$ cat src/rtl/pvsa_pkg.sv
`timescale 1ns / 1ps
// ----------------------------------------------------------------------------
// pvsa_pkg: shared types for the priority voice slot allocator
// Beat payloads, outcome codes, controller states and the command/status
// bundles between the controller and the datapath.
// ----------------------------------------------------------------------------
package pvsa_pkg;

   localparam int NUM_SLOTS_DEF = 3;
   localparam int SLOT_W        = 2;
   localparam int ID_W          = 8;
   localparam int AGE_W         = 8;
   localparam int PRIO_W        = 4;

   typedef enum logic [2:0] {
      OUT_RESTARTED  = 3'd0,
      OUT_LOOP_ARMED = 3'd1,
      OUT_FREE_SLOT  = 3'd2,
      OUT_STOLEN     = 3'd3,
      OUT_REJECTED   = 3'd4,
      OUT_IGNORED    = 3'd5,
      OUT_TICK       = 3'd6
   } outcome_type;

   typedef enum logic [1:0] {
      ST_IDLE,
      ST_SCAN,
      ST_EMIT
   } state_type;

   typedef struct packed {
      logic              action;
      logic [ID_W-1:0]   sound_id;
      logic [PRIO_W-1:0] priority_req;
      logic [AGE_W-1:0]  length;
      logic              looping;
   } req_type;

   typedef struct packed {
      outcome_type       outcome;
      logic [SLOT_W-1:0] slot;
      logic [ID_W-1:0]   slot_sound;
      logic [AGE_W-1:0]  age;
      logic              playing;
      logic              ends_now;
      logic [ID_W-1:0]   current_sound;
      logic              last;
   } rsp_type;

   // controller -> datapath
   typedef struct packed {
      logic start;
      logic scan;
      logic emit;
   } cmd_type;

   // datapath -> controller
   typedef struct packed {
      logic idx_last;
      logic is_tick;
      logic out_free;
   } status_type;

endpackage

$ cat src/rtl/pvsa_if.sv
`timescale 1ns / 1ps
// ----------------------------------------------------------------------------
// pvsa_if: valid/ready channels of the voice slot allocator
// One interface for request beats and one for result beats.
// ----------------------------------------------------------------------------
interface pvsa_req_if
   import pvsa_pkg::*;
   ();
   logic    valid;
   logic    ready;
   req_type payload;

   modport source (output valid, output payload, input ready);
   modport sink   (input valid, input payload, output ready);
endinterface

interface pvsa_rsp_if
   import pvsa_pkg::*;
   ();
   logic    valid;
   logic    ready;
   rsp_type payload;

   modport source (output valid, output payload, input ready);
   modport sink   (input valid, input payload, output ready);
endinterface

$ cat src/rtl/pvsa_ctrl.sv
`timescale 1ns / 1ps
// ----------------------------------------------------------------------------
// pvsa_ctrl: sequencing controller
// Accepts one beat, steps the datapath over the slots, then issues the
// result beats as the output register frees up.
// ----------------------------------------------------------------------------
module pvsa_ctrl
   import pvsa_pkg::*;
(
   input  logic       clock,
   input  logic       reset,
   input  logic       req_valid,
   output logic       req_ready,
   input  status_type status,
   output cmd_type    cmd
);

   state_type state_ff;
   state_type state_in;

   // next state
   always_comb begin
      state_in = state_ff;
      unique case (state_ff)
         ST_IDLE: begin
            if (req_valid) state_in = ST_SCAN;
         end
         ST_SCAN: begin
            if (status.idx_last) state_in = ST_EMIT;
         end
         ST_EMIT: begin
            if (status.out_free && (!status.is_tick || status.idx_last)) begin
               state_in = ST_IDLE;
            end
         end
         default: state_in = ST_IDLE;
      endcase
   end

   // outputs
   always_comb begin
      req_ready = 1'b0;
      cmd       = '0;
      unique case (state_ff)
         ST_IDLE: begin
            req_ready = 1'b1;
            cmd.start = req_valid;
         end
         ST_SCAN: begin
            cmd.scan = 1'b1;
         end
         ST_EMIT: begin
            cmd.emit = status.out_free;
         end
         default: begin
            req_ready = 1'b0;
         end
      endcase
   end

   always_ff @(posedge clock) begin
      if (reset) begin
         state_ff <= ST_IDLE;
      end else begin
         state_ff <= state_in;
      end
   end

endmodule

$ cat src/rtl/pvsa_dp.sv
`timescale 1ns / 1ps
// ----------------------------------------------------------------------------
// pvsa_dp: slot state, one-slot-per-cycle scan unit and result register
// Scans one slot per cycle to find a match or victim (request) or to age
// the slot and record its report (tick), then builds each result beat.
// ----------------------------------------------------------------------------
module pvsa_dp
   import pvsa_pkg::*;
#(
   parameter int NUM_SLOTS = NUM_SLOTS_DEF
)(
   input  logic           clock,
   input  logic           reset,
   input  cmd_type        cmd,
   input  req_type        req_data,
   output status_type     status,
   pvsa_rsp_if.source     rsp_ch
);

   localparam int IDX_W = (NUM_SLOTS > 1) ? $clog2(NUM_SLOTS) : 1;
   localparam logic [IDX_W-1:0] IDX_LAST = IDX_W'(NUM_SLOTS - 1);

   // slot state
   logic [ID_W-1:0]   id_ff   [NUM_SLOTS];
   logic [AGE_W-1:0]  age_ff  [NUM_SLOTS];
   logic [AGE_W-1:0]  len_ff  [NUM_SLOTS];
   logic [PRIO_W-1:0] prio_ff [NUM_SLOTS];
   logic              rt_ff   [NUM_SLOTS];
   logic [ID_W-1:0]   cur_ff;
   logic [ID_W-1:0]   id_in   [NUM_SLOTS];
   logic [AGE_W-1:0]  age_in  [NUM_SLOTS];
   logic [AGE_W-1:0]  len_in  [NUM_SLOTS];
   logic [PRIO_W-1:0] prio_in [NUM_SLOTS];
   logic              rt_in   [NUM_SLOTS];
   logic [ID_W-1:0]   cur_in;

   // item and scan accumulators
   req_type           rq_ff, rq_in;
   logic [IDX_W-1:0]  idx_ff, idx_in;
   logic              match_ff, match_in;
   logic [IDX_W-1:0]  match_idx_ff, match_idx_in;
   logic [AGE_W-1:0]  match_age_ff, match_age_in;
   logic              free_ff, free_in;
   logic              found_ff, found_in;
   logic [IDX_W-1:0]  vic_idx_ff, vic_idx_in;
   logic [PRIO_W-1:0] vic_prio_ff, vic_prio_in;
   logic [AGE_W-1:0]  vic_age_ff, vic_age_in;
   logic [PRIO_W-1:0] best_prio_ff, best_prio_in;
   logic [ID_W-1:0]   top_id_ff, top_id_in;
   logic [ID_W-1:0]   rep_id_ff  [NUM_SLOTS];
   logic [AGE_W-1:0]  rep_age_ff [NUM_SLOTS];
   logic              rep_end_ff [NUM_SLOTS];
   logic [ID_W-1:0]   rep_id_in  [NUM_SLOTS];
   logic [AGE_W-1:0]  rep_age_in [NUM_SLOTS];
   logic              rep_end_in [NUM_SLOTS];

   // result register
   logic              out_valid_ff, out_valid_in;
   rsp_type           out_ff, out_in;
   rsp_type           beat;

   // slot under scan
   logic [ID_W-1:0]   s_id;
   logic [AGE_W-1:0]  s_age, s_len, s_age_inc;
   logic [PRIO_W-1:0] s_prio;
   logic              s_rt, s_busy, s_hit, s_ends, s_top;
   logic              is_tick, idx_last;

   // request decision
   logic              rq_ignore, rq_take;

   assign is_tick  = rq_ff.action;
   assign idx_last = (idx_ff == IDX_LAST);

   assign s_id      = id_ff[idx_ff];
   assign s_age     = age_ff[idx_ff];
   assign s_len     = len_ff[idx_ff];
   assign s_prio    = prio_ff[idx_ff];
   assign s_rt      = rt_ff[idx_ff];
   assign s_busy    = (s_id != '0);
   assign s_age_inc = s_age + 8'd1;
   assign s_hit     = (s_age_inc >= s_len);
   assign s_ends    = s_busy && s_hit && !s_rt;
   assign s_top     = s_busy && !s_ends && (s_prio >= best_prio_ff);

   assign rq_ignore = (rq_ff.sound_id == '0);
   assign rq_take   = !rq_ignore && !match_ff &&
                      (free_ff || (rq_ff.priority_req >= vic_prio_ff));

   assign status.idx_last = idx_last;
   assign status.is_tick  = is_tick;
   assign status.out_free = !out_valid_ff || rsp_ch.ready;

   assign rsp_ch.valid   = out_valid_ff;
   assign rsp_ch.payload = out_ff;

   // build the result beat
   always_comb begin
      beat = '0;
      if (is_tick) begin
         beat.outcome       = OUT_TICK;
         beat.slot          = SLOT_W'(idx_ff);
         beat.slot_sound    = rep_id_ff[idx_ff];
         beat.age           = rep_age_ff[idx_ff];
         beat.playing       = (rep_id_ff[idx_ff] != '0);
         beat.ends_now      = rep_end_ff[idx_ff];
         beat.current_sound = cur_ff;
         beat.last          = idx_last;
      end else begin
         beat.last          = 1'b1;
         beat.current_sound = cur_ff;
         if (rq_ignore) begin
            beat.outcome = OUT_IGNORED;
         end else if (match_ff) begin
            beat.outcome       = rq_ff.looping ? OUT_LOOP_ARMED : OUT_RESTARTED;
            beat.slot          = SLOT_W'(match_idx_ff);
            beat.slot_sound    = rq_ff.sound_id;
            beat.age           = rq_ff.looping ? match_age_ff : '0;
            beat.playing       = 1'b1;
            beat.current_sound = rq_ff.sound_id;
         end else if (rq_take) begin
            beat.outcome       = free_ff ? OUT_FREE_SLOT : OUT_STOLEN;
            beat.slot          = SLOT_W'(vic_idx_ff);
            beat.slot_sound    = rq_ff.sound_id;
            beat.playing       = 1'b1;
            beat.current_sound = rq_ff.sound_id;
         end else begin
            beat.outcome = OUT_REJECTED;
         end
      end
   end

   // slot state update: age on tick scan, restart/arm or allocate on request emit
   always_comb begin
      id_in   = id_ff;
      age_in  = age_ff;
      len_in  = len_ff;
      prio_in = prio_ff;
      rt_in   = rt_ff;
      cur_in  = cur_ff;
      if (cmd.scan && is_tick) begin
         if (s_busy) begin
            age_in[idx_ff] = s_age_inc;
            if (s_hit) begin
               if (s_rt) begin
                  age_in[idx_ff] = '0;
                  rt_in[idx_ff]  = 1'b0;
               end else begin
                  id_in[idx_ff] = '0;
               end
            end
         end
         if (idx_last) cur_in = s_top ? s_id : top_id_ff;
      end
      if (cmd.emit && !is_tick && !rq_ignore) begin
         if (match_ff) begin
            if (rq_ff.looping) rt_in[match_idx_ff] = 1'b1;
            else               age_in[match_idx_ff] = '0;
            cur_in = rq_ff.sound_id;
         end else if (rq_take) begin
            id_in[vic_idx_ff]   = rq_ff.sound_id;
            age_in[vic_idx_ff]  = '0;
            len_in[vic_idx_ff]  = rq_ff.length;
            prio_in[vic_idx_ff] = rq_ff.priority_req;
            rt_in[vic_idx_ff]   = 1'b0;
            cur_in              = rq_ff.sound_id;
         end
      end
   end

   // scan accumulators, reports and slot index
   always_comb begin
      rq_in        = rq_ff;
      idx_in       = idx_ff;
      match_in     = match_ff;
      match_idx_in = match_idx_ff;
      match_age_in = match_age_ff;
      free_in      = free_ff;
      found_in     = found_ff;
      vic_idx_in   = vic_idx_ff;
      vic_prio_in  = vic_prio_ff;
      vic_age_in   = vic_age_ff;
      best_prio_in = best_prio_ff;
      top_id_in    = top_id_ff;
      rep_id_in    = rep_id_ff;
      rep_age_in   = rep_age_ff;
      rep_end_in   = rep_end_ff;
      if (cmd.start) begin
         rq_in        = req_data;
         idx_in       = '0;
         match_in     = 1'b0;
         free_in      = 1'b0;
         found_in     = 1'b0;
         best_prio_in = '0;
         top_id_in    = '0;
      end
      if (cmd.scan) begin
         idx_in = idx_last ? '0 : idx_ff + 1'b1;
         // first slot already playing this id
         if (!match_ff && s_busy && (s_id == rq_ff.sound_id)) begin
            match_in     = 1'b1;
            match_idx_in = idx_ff;
            match_age_in = s_age;
         end
         // first free slot, else lowest priority, older first
         if (!free_ff) begin
            if (!s_busy) begin
               free_in    = 1'b1;
               vic_idx_in = idx_ff;
            end else if (!found_ff || (s_prio < vic_prio_ff) ||
                         ((s_prio == vic_prio_ff) && (s_age > vic_age_ff))) begin
               found_in    = 1'b1;
               vic_idx_in  = idx_ff;
               vic_prio_in = s_prio;
               vic_age_in  = s_age;
            end
         end
         // tick report and survivor tracking
         rep_id_in[idx_ff]  = s_id;
         rep_age_in[idx_ff] = s_busy ? s_age : '0;
         rep_end_in[idx_ff] = s_ends;
         if (s_top) begin
            best_prio_in = s_prio;
            top_id_in    = s_id;
         end
      end
      if (cmd.emit && is_tick) begin
         idx_in = idx_last ? '0 : idx_ff + 1'b1;
      end
   end

   // result register: load on emit, drop when taken
   always_comb begin
      out_in       = out_ff;
      out_valid_in = out_valid_ff;
      if (rsp_ch.ready) out_valid_in = 1'b0;
      if (cmd.emit) begin
         out_in       = beat;
         out_valid_in = 1'b1;
      end
   end

   always_ff @(posedge clock) begin
      if (reset) begin
         for (int i = 0; i < NUM_SLOTS; i++) begin
            id_ff[i]   <= '0;
            age_ff[i]  <= '0;
            len_ff[i]  <= '0;
            prio_ff[i] <= '0;
            rt_ff[i]   <= 1'b0;
         end
         cur_ff       <= '0;
         idx_ff       <= '0;
         out_valid_ff <= 1'b0;
      end else begin
         id_ff        <= id_in;
         age_ff       <= age_in;
         len_ff       <= len_in;
         prio_ff      <= prio_in;
         rt_ff        <= rt_in;
         cur_ff       <= cur_in;
         idx_ff       <= idx_in;
         out_valid_ff <= out_valid_in;
      end
   end

   always_ff @(posedge clock) begin
      rq_ff        <= rq_in;
      match_ff     <= match_in;
      match_idx_ff <= match_idx_in;
      match_age_ff <= match_age_in;
      free_ff      <= free_in;
      found_ff     <= found_in;
      vic_idx_ff   <= vic_idx_in;
      vic_prio_ff  <= vic_prio_in;
      vic_age_ff   <= vic_age_in;
      best_prio_ff <= best_prio_in;
      top_id_ff    <= top_id_in;
      rep_id_ff    <= rep_id_in;
      rep_age_ff   <= rep_age_in;
      rep_end_ff   <= rep_end_in;
      out_ff       <= out_in;
   end

endmodule

$ cat src/rtl/priority_voice_slot_allocator.sv
`timescale 1ns / 1ps
// ----------------------------------------------------------------------------
// priority_voice_slot_allocator: voice slot allocation with priority stealing
// Tracks NUM_SLOTS playing sounds, places requests into free or stolen
// slots, and ages every slot on each frame tick.
// ----------------------------------------------------------------------------
// Usage:
//   req_ch carries one beat per request (action 0) or frame tick (action 1).
//   rsp_ch returns one beat per request and NUM_SLOTS beats per tick, the
//   final beat of each input flagged by last.
//   An accepted beat is followed by a scan of all NUM_SLOTS slots, one
//   slot per cycle through the shared compare/age unit, then by its
//   result beats. One input is handled at a time.
//   The result register lets the next input enter and scan while the last
//   beat of the previous one still waits on rsp_ch.
//   When rsp_ch stalls, the beat holds in the result register and the
//   controller waits before loading the next one; nothing is dropped.
//   Reset empties all slots and clears the current sound; the block is
//   ready for a beat in the first cycle after reset.
// ----------------------------------------------------------------------------
module priority_voice_slot_allocator
   import pvsa_pkg::*;
#(
   parameter int NUM_SLOTS = NUM_SLOTS_DEF
)(
   input  logic       clock,
   input  logic       reset,
   pvsa_req_if.sink   req_ch,
   pvsa_rsp_if.source rsp_ch
);

   cmd_type    cmd;
   status_type status;
   logic       req_ready;

   assign req_ch.ready = req_ready;

   // sequencing
   pvsa_ctrl u_ctrl (
      .clock     (clock),
      .reset     (reset),
      .req_valid (req_ch.valid),
      .req_ready (req_ready),
      .status    (status),
      .cmd       (cmd)
   );

   // slot state and scan
   pvsa_dp #(
      .NUM_SLOTS (NUM_SLOTS)
   ) u_dp (
      .clock    (clock),
      .reset    (reset),
      .cmd      (cmd),
      .req_data (req_ch.payload),
      .status   (status),
      .rsp_ch   (rsp_ch)
   );

endmodule
$ cat src/flat_wrapper.sv
// flat-port wrapper written by rule: the top's interface ports become plain ports
module priority_voice_slot_allocator_flat import pvsa_pkg::*;
#(
   parameter int NUM_SLOTS = NUM_SLOTS_DEF
)
  (clock, reset, req_ch_valid, req_ch_payload, req_ch_ready, rsp_ch_valid, rsp_ch_payload, rsp_ch_ready);
  pvsa_req_if req_ch_i ();
  pvsa_rsp_if rsp_ch_i ();
  input  logic clock;
  input  logic reset;
  input wire logic [$bits(req_ch_i.valid)-1:0] req_ch_valid;
  input wire logic [$bits(req_ch_i.payload)-1:0] req_ch_payload;
  output wire logic [$bits(req_ch_i.ready)-1:0] req_ch_ready;
  output wire logic [$bits(rsp_ch_i.valid)-1:0] rsp_ch_valid;
  output wire logic [$bits(rsp_ch_i.payload)-1:0] rsp_ch_payload;
  input wire logic [$bits(rsp_ch_i.ready)-1:0] rsp_ch_ready;
  assign req_ch_i.valid = req_ch_valid;
  assign req_ch_i.payload = req_ch_payload;
  assign req_ch_ready = req_ch_i.ready;
  assign rsp_ch_valid = rsp_ch_i.valid;
  assign rsp_ch_payload = rsp_ch_i.payload;
  assign rsp_ch_i.ready = rsp_ch_ready;
  priority_voice_slot_allocator #(.NUM_SLOTS(NUM_SLOTS)) u_core (.clock(clock), .reset(reset), .req_ch(req_ch_i), .rsp_ch(rsp_ch_i));
endmodule
$ cat config.mk
export PLATFORM = sky130hd
export DESIGN_NAME = priority_voice_slot_allocator_flat
export DESIGN_NICKNAME = d
export VERILOG_FILES = /design/src/rtl/pvsa_pkg.sv /design/src/rtl/pvsa_if.sv /design/src/rtl/pvsa_ctrl.sv /design/src/rtl/pvsa_dp.sv /design/src/rtl/priority_voice_slot_allocator.sv /design/src/flat_wrapper.sv
export SDC_FILE = /design/constraint.sdc
export NUM_CORES = 1
export LEC_CHECK = 0
export BUFFER_PORTS_ARGS = -buffer_cell sky130_fd_sc_hd__buf_4
export CAP_MARGIN = 20
export CORE_MARGIN = 8
export CORE_UTILIZATION = 50
export DETAILED_ROUTE_END_ITERATION = 8
export GPL_TIMING_DRIVEN = 0
export PLACE_DENSITY = 0.67
export SLEW_MARGIN = 20
export SYNTH_ARGS = -nofsm -noshare
export SYNTH_HDL_FRONTEND = slang
export SYNTH_SLANG_ARGS = --single-unit
export TNS_END_PERCENT = 10
$ cat constraint.sdc
create_clock -name clock -period 6.06 [get_ports clock]
set_input_delay 0.909 -clock clock [delete_from_list [all_inputs] [get_ports clock]]
set_output_delay 0.909 -clock clock [all_outputs]
set_load 0.01 [all_outputs]
==> results.cfg <==
[run_status]
status = finished clean

[grt]
grt_use_total_pct = 21.57
overflow = 0
antenna_found_initial = 0
grt_max_degree = 39
grt_pass1_wl_mm = 45.36
grt_pass1_vias = 8041

[pwr]
power_mw = 3.503
p_leak_nw = 4.467
p_per_area_mw_per_mm2 = 277.6
vdd_drop_max_mv = 0.2649

[synth]
synth_area_leaders = edfxtp_1, dfxtp_1, mux2i_1, nand2_1, a21oi_1
syn_inst = 1003
synth_cell_types = 65
yosys_warnings = 0
synth_compound_area_share_pct = 16.74
ys_seq_elements = 244
yosys.area_share.adder_pct = 3.321
synth_edf_count = 129
synthFlopType = edfxtp_1
synth_common_cells = nand2_1, edfxtp_1, dfxtp_1, a21oi_1, mux2i_1
syn_nets = 1058
ys_seq_area_share_pct = 56.53
synth_top_area_share_pct = 35.46
synth_top_family_by_area = compound AO/OA/AOI/OAI gates
synth-async-reset-ratio_pct = 0
synthMuxAreaShare_pct = 5.406
synth_top_area_cell = edfxtp_1
synth_most_common_cell = nand2_1
synth-xor-area-share_pct = 1.203
synthesis.area_mm2 = 0.01092
synth-simple-area-share_pct = 12.98
avgSynthCellArea_um2 = 10.89

[drt]
vias = 8232
route.detailed.drc = 0
drt-total-wl_mm = 29.30
antenna_left = 0
first_pass_iters = 8
vias_per_cell = 5.893
dr.first_iter.drc_count = 933
avgRoutedWirePerCell_um = 20.97

[sta]
finalHoldViolations = 0
skew_ps = 18.57
fin_setup_tns_ps = 0
max_freq_mhz = 166.9
layout_setup_ws_ps = 69.49
finalSetupViolCount = 0
rsz0062_at_grt = yes
final-max-slew-violation-count = 0
tightest_slew_ps = 1030
holdWs_ps = 453.0
fin_crit_ps = 5991
post-route-period-util_pct = 98.85
slew_headroom_pct = 31.28

[critical_path]
crit_fanout = 10
criticalPathCategory = reg2reg
critPathLaunch = u_core.u_dp.idx_ff[0]
crit_required_ps = 6470
end_kind = flop
cp-start-kind = flop
cp.arrival_ps = 6400
rr_worst_depth = 14
r2r-start = u_core.u_dp.idx_ff[0]

[place]
place_ws_ps = -46.72
portBuffers = 59
gp_congestion = 0.9203
dp_hpwl_mm = 20.59

[cts]
cts_buffer_depth = 3
clk_latency_ps = 540
cts_tree = yes
clk_pin_slew_ps = 60
cts_buffers = 27
clock_sinks = 244
clk_root_buffer_cell = clkbuf_16
postCtsSetupRepairBufs = 0
htree_levels = 1

[finish]
nets = 1152
final_core_util_pct = 58.36
layout-drive-gt1-share_pct = 13.61
fillers = 1898
diodes = 0
synthToLayoutAreaGrowth_pct = 15.51

[die]
start_util_pct = 50.53
std_cell_rows = 54
coreArea_mm2 = 0.02162
boundaryPins = 60
die-width_um = 163.8
die-height_um = 163.8
die_area_mm2 = 0.02683

[hold_path]
whs_path_depth = 2
hold_class = reg2reg
hp-start = u_core.u_dp.prio_ff[0]

[flow_run]
drv_cap = 0
worst max-delay path: stages, from the launching register on:
cell and delay [ps]:
dfxtp_1 470, buf_2 360, clkbuf_1 480, clkbuf_1 530
clkbuf_1 520, buf_1 520, o21ai_0 220, ha_1 310
nand2b_1 140, a2111oi_1 590, o31ai_1 330, a21oi_2 520
nor2b_2 340, buf_6 200, mux2_4 300
area by class of cell:
type / count / area, um^2 / area share (%)
Inverter: 25 / 93.84 / 0.7437
Multi-Input combinational cell: 668 / 4362 / 34.57
Clock inverter: 13 / 70.07 / 0.5553
Sequential cell: 244 / 6176 / 48.94
Tap cell: 280 / 350.3 / 2.776
Buffer: 66 / 324.1 / 2.568
Timing Repair Buffer: 65 / 493.0 / 3.907
Clock buffer: 36 / 749.5 / 5.939
logic make-up after synthesis:
group                      Yosys count
and+or+nand+nor                    301
AOI/OAI and AO/OA                  265
DFF                                244
buffers and inverters               91
muxes                               58
adders and majority gates           29
xor gates and xnor gates            15
state kept, by name (all words and copies together) (netlist names), 2 cells and up:
| name | cells |
|---|---|
| u_core.u_dp.id_ff | 24 |
| u_core.u_dp.match_age_ff | 8 |
| u_core.u_dp.vic_prio_ff | 4 |
| u_core.u_dp.len_ff | 24 |
| u_core.u_dp.top_id_ff | 8 |
| u_core.u_dp.vic_idx_ff | 2 |
| u_core.u_dp.best_prio_ff | 4 |
| u_core.u_ctrl.state_ff | 2 |
| u_core.u_dp.age_ff | 24 |
| u_core.u_dp.match_idx_ff | 2 |
| u_core.u_dp.rt_ff | 3 |
| u_core.u_dp.vic_age_ff | 8 |
| u_core.u_dp.rq_ff | 21 |
| u_core.u_dp.rsp_ch.payload | 32 |
| u_core.u_dp.prio_ff | 12 |
| u_core.u_dp.rep_end_ff | 3 |
| u_core.u_dp.idx_ff | 2 |
| u_core.u_dp.rep_age_ff | 24 |
| u_core.u_dp.cur_ff | 8 |
| u_core.u_dp.rep_id_ff | 24 |
final timing paths:
| check | endpoint | slack, ps |
|---|---|---|
| worst max-delay path | u_core.u_dp.best_prio_ff[2] | 70 |
| worst max register to register | u_core.u_dp.best_prio_ff[2] | 70 |
| worst min register to register | u_core.u_dp.prio_ff[0] | 450 |
| worst min-delay path | u_core.u_dp.prio_ff[0] | 450 |
through the flow:
step           instances  area (um^2)
6_report            1397        12620
5_1_grt             1397        12620
4_1_cts             1397        12620
3_5_place_dp        1348        11790
3_3_place_gp        1342        11720
2_1_floorplan       1003        10920
cell usage in the layout, fill, tap and decap left out, types with 6 or more instances in the layout:
master / Yosys / final
edfxtp_1: 129 / 129
nand3_1: 34 / 34
o211ai_1: 16 / 16
and3_1: 11 / 11
mux2i_1: 53 / 53
a21o_1: 6 / 6
nand2b_1: 11 / 11
nor2b_1: 19 / 19
o2bb2ai_1: 11 / 11
clkinv_1: 0 / 6
a31oi_1: 8 / 8
dfxtp_1: 115 / 115
a22o_1: 43 / 43
o221ai_1: 8 / 8
nor2_1: 37 / 35
a32o_1: 9 / 9
nor3_1: 16 / 14
buf_2: 15 / 16
o21ai_0: 36 / 36
clkbuf_1: 40 / 44
ha_1: 29 / 29
buf_4: 1 / 64
inv_1: 24 / 23
buf_6: 7 / 7
clkbuf_16: 0 / 27
a21oi_1: 87 / 86
o21bai_1: 6 / 6
nand2_1: 140 / 140
xnor2_1: 10 / 10
power by group:
group | leakage (nW) | switching, mW | internal, mW
logic | 1.88 | 0.143 | 0.0673
registers | 2.18 | 0.0163 | 1.76
clock network | 0.403 | 0.647 | 0.865
what timing repair did:
action	4_1_cts	5_1_grt
setup endpoints to repair	1	13
resized for setup	1	2
hold buffers	0	0
routing by layer:
layer  track usage, %  vias up  share of wire [%]
li1                 -     3896                  -
met1            29.38     3960                 43
met2            34.90      319                 46
met3            3.709       57                8.1
met4            5.992        0                2.4
met5                0        -                  0
Note: power is estimated with default switching activity, not from simulation.
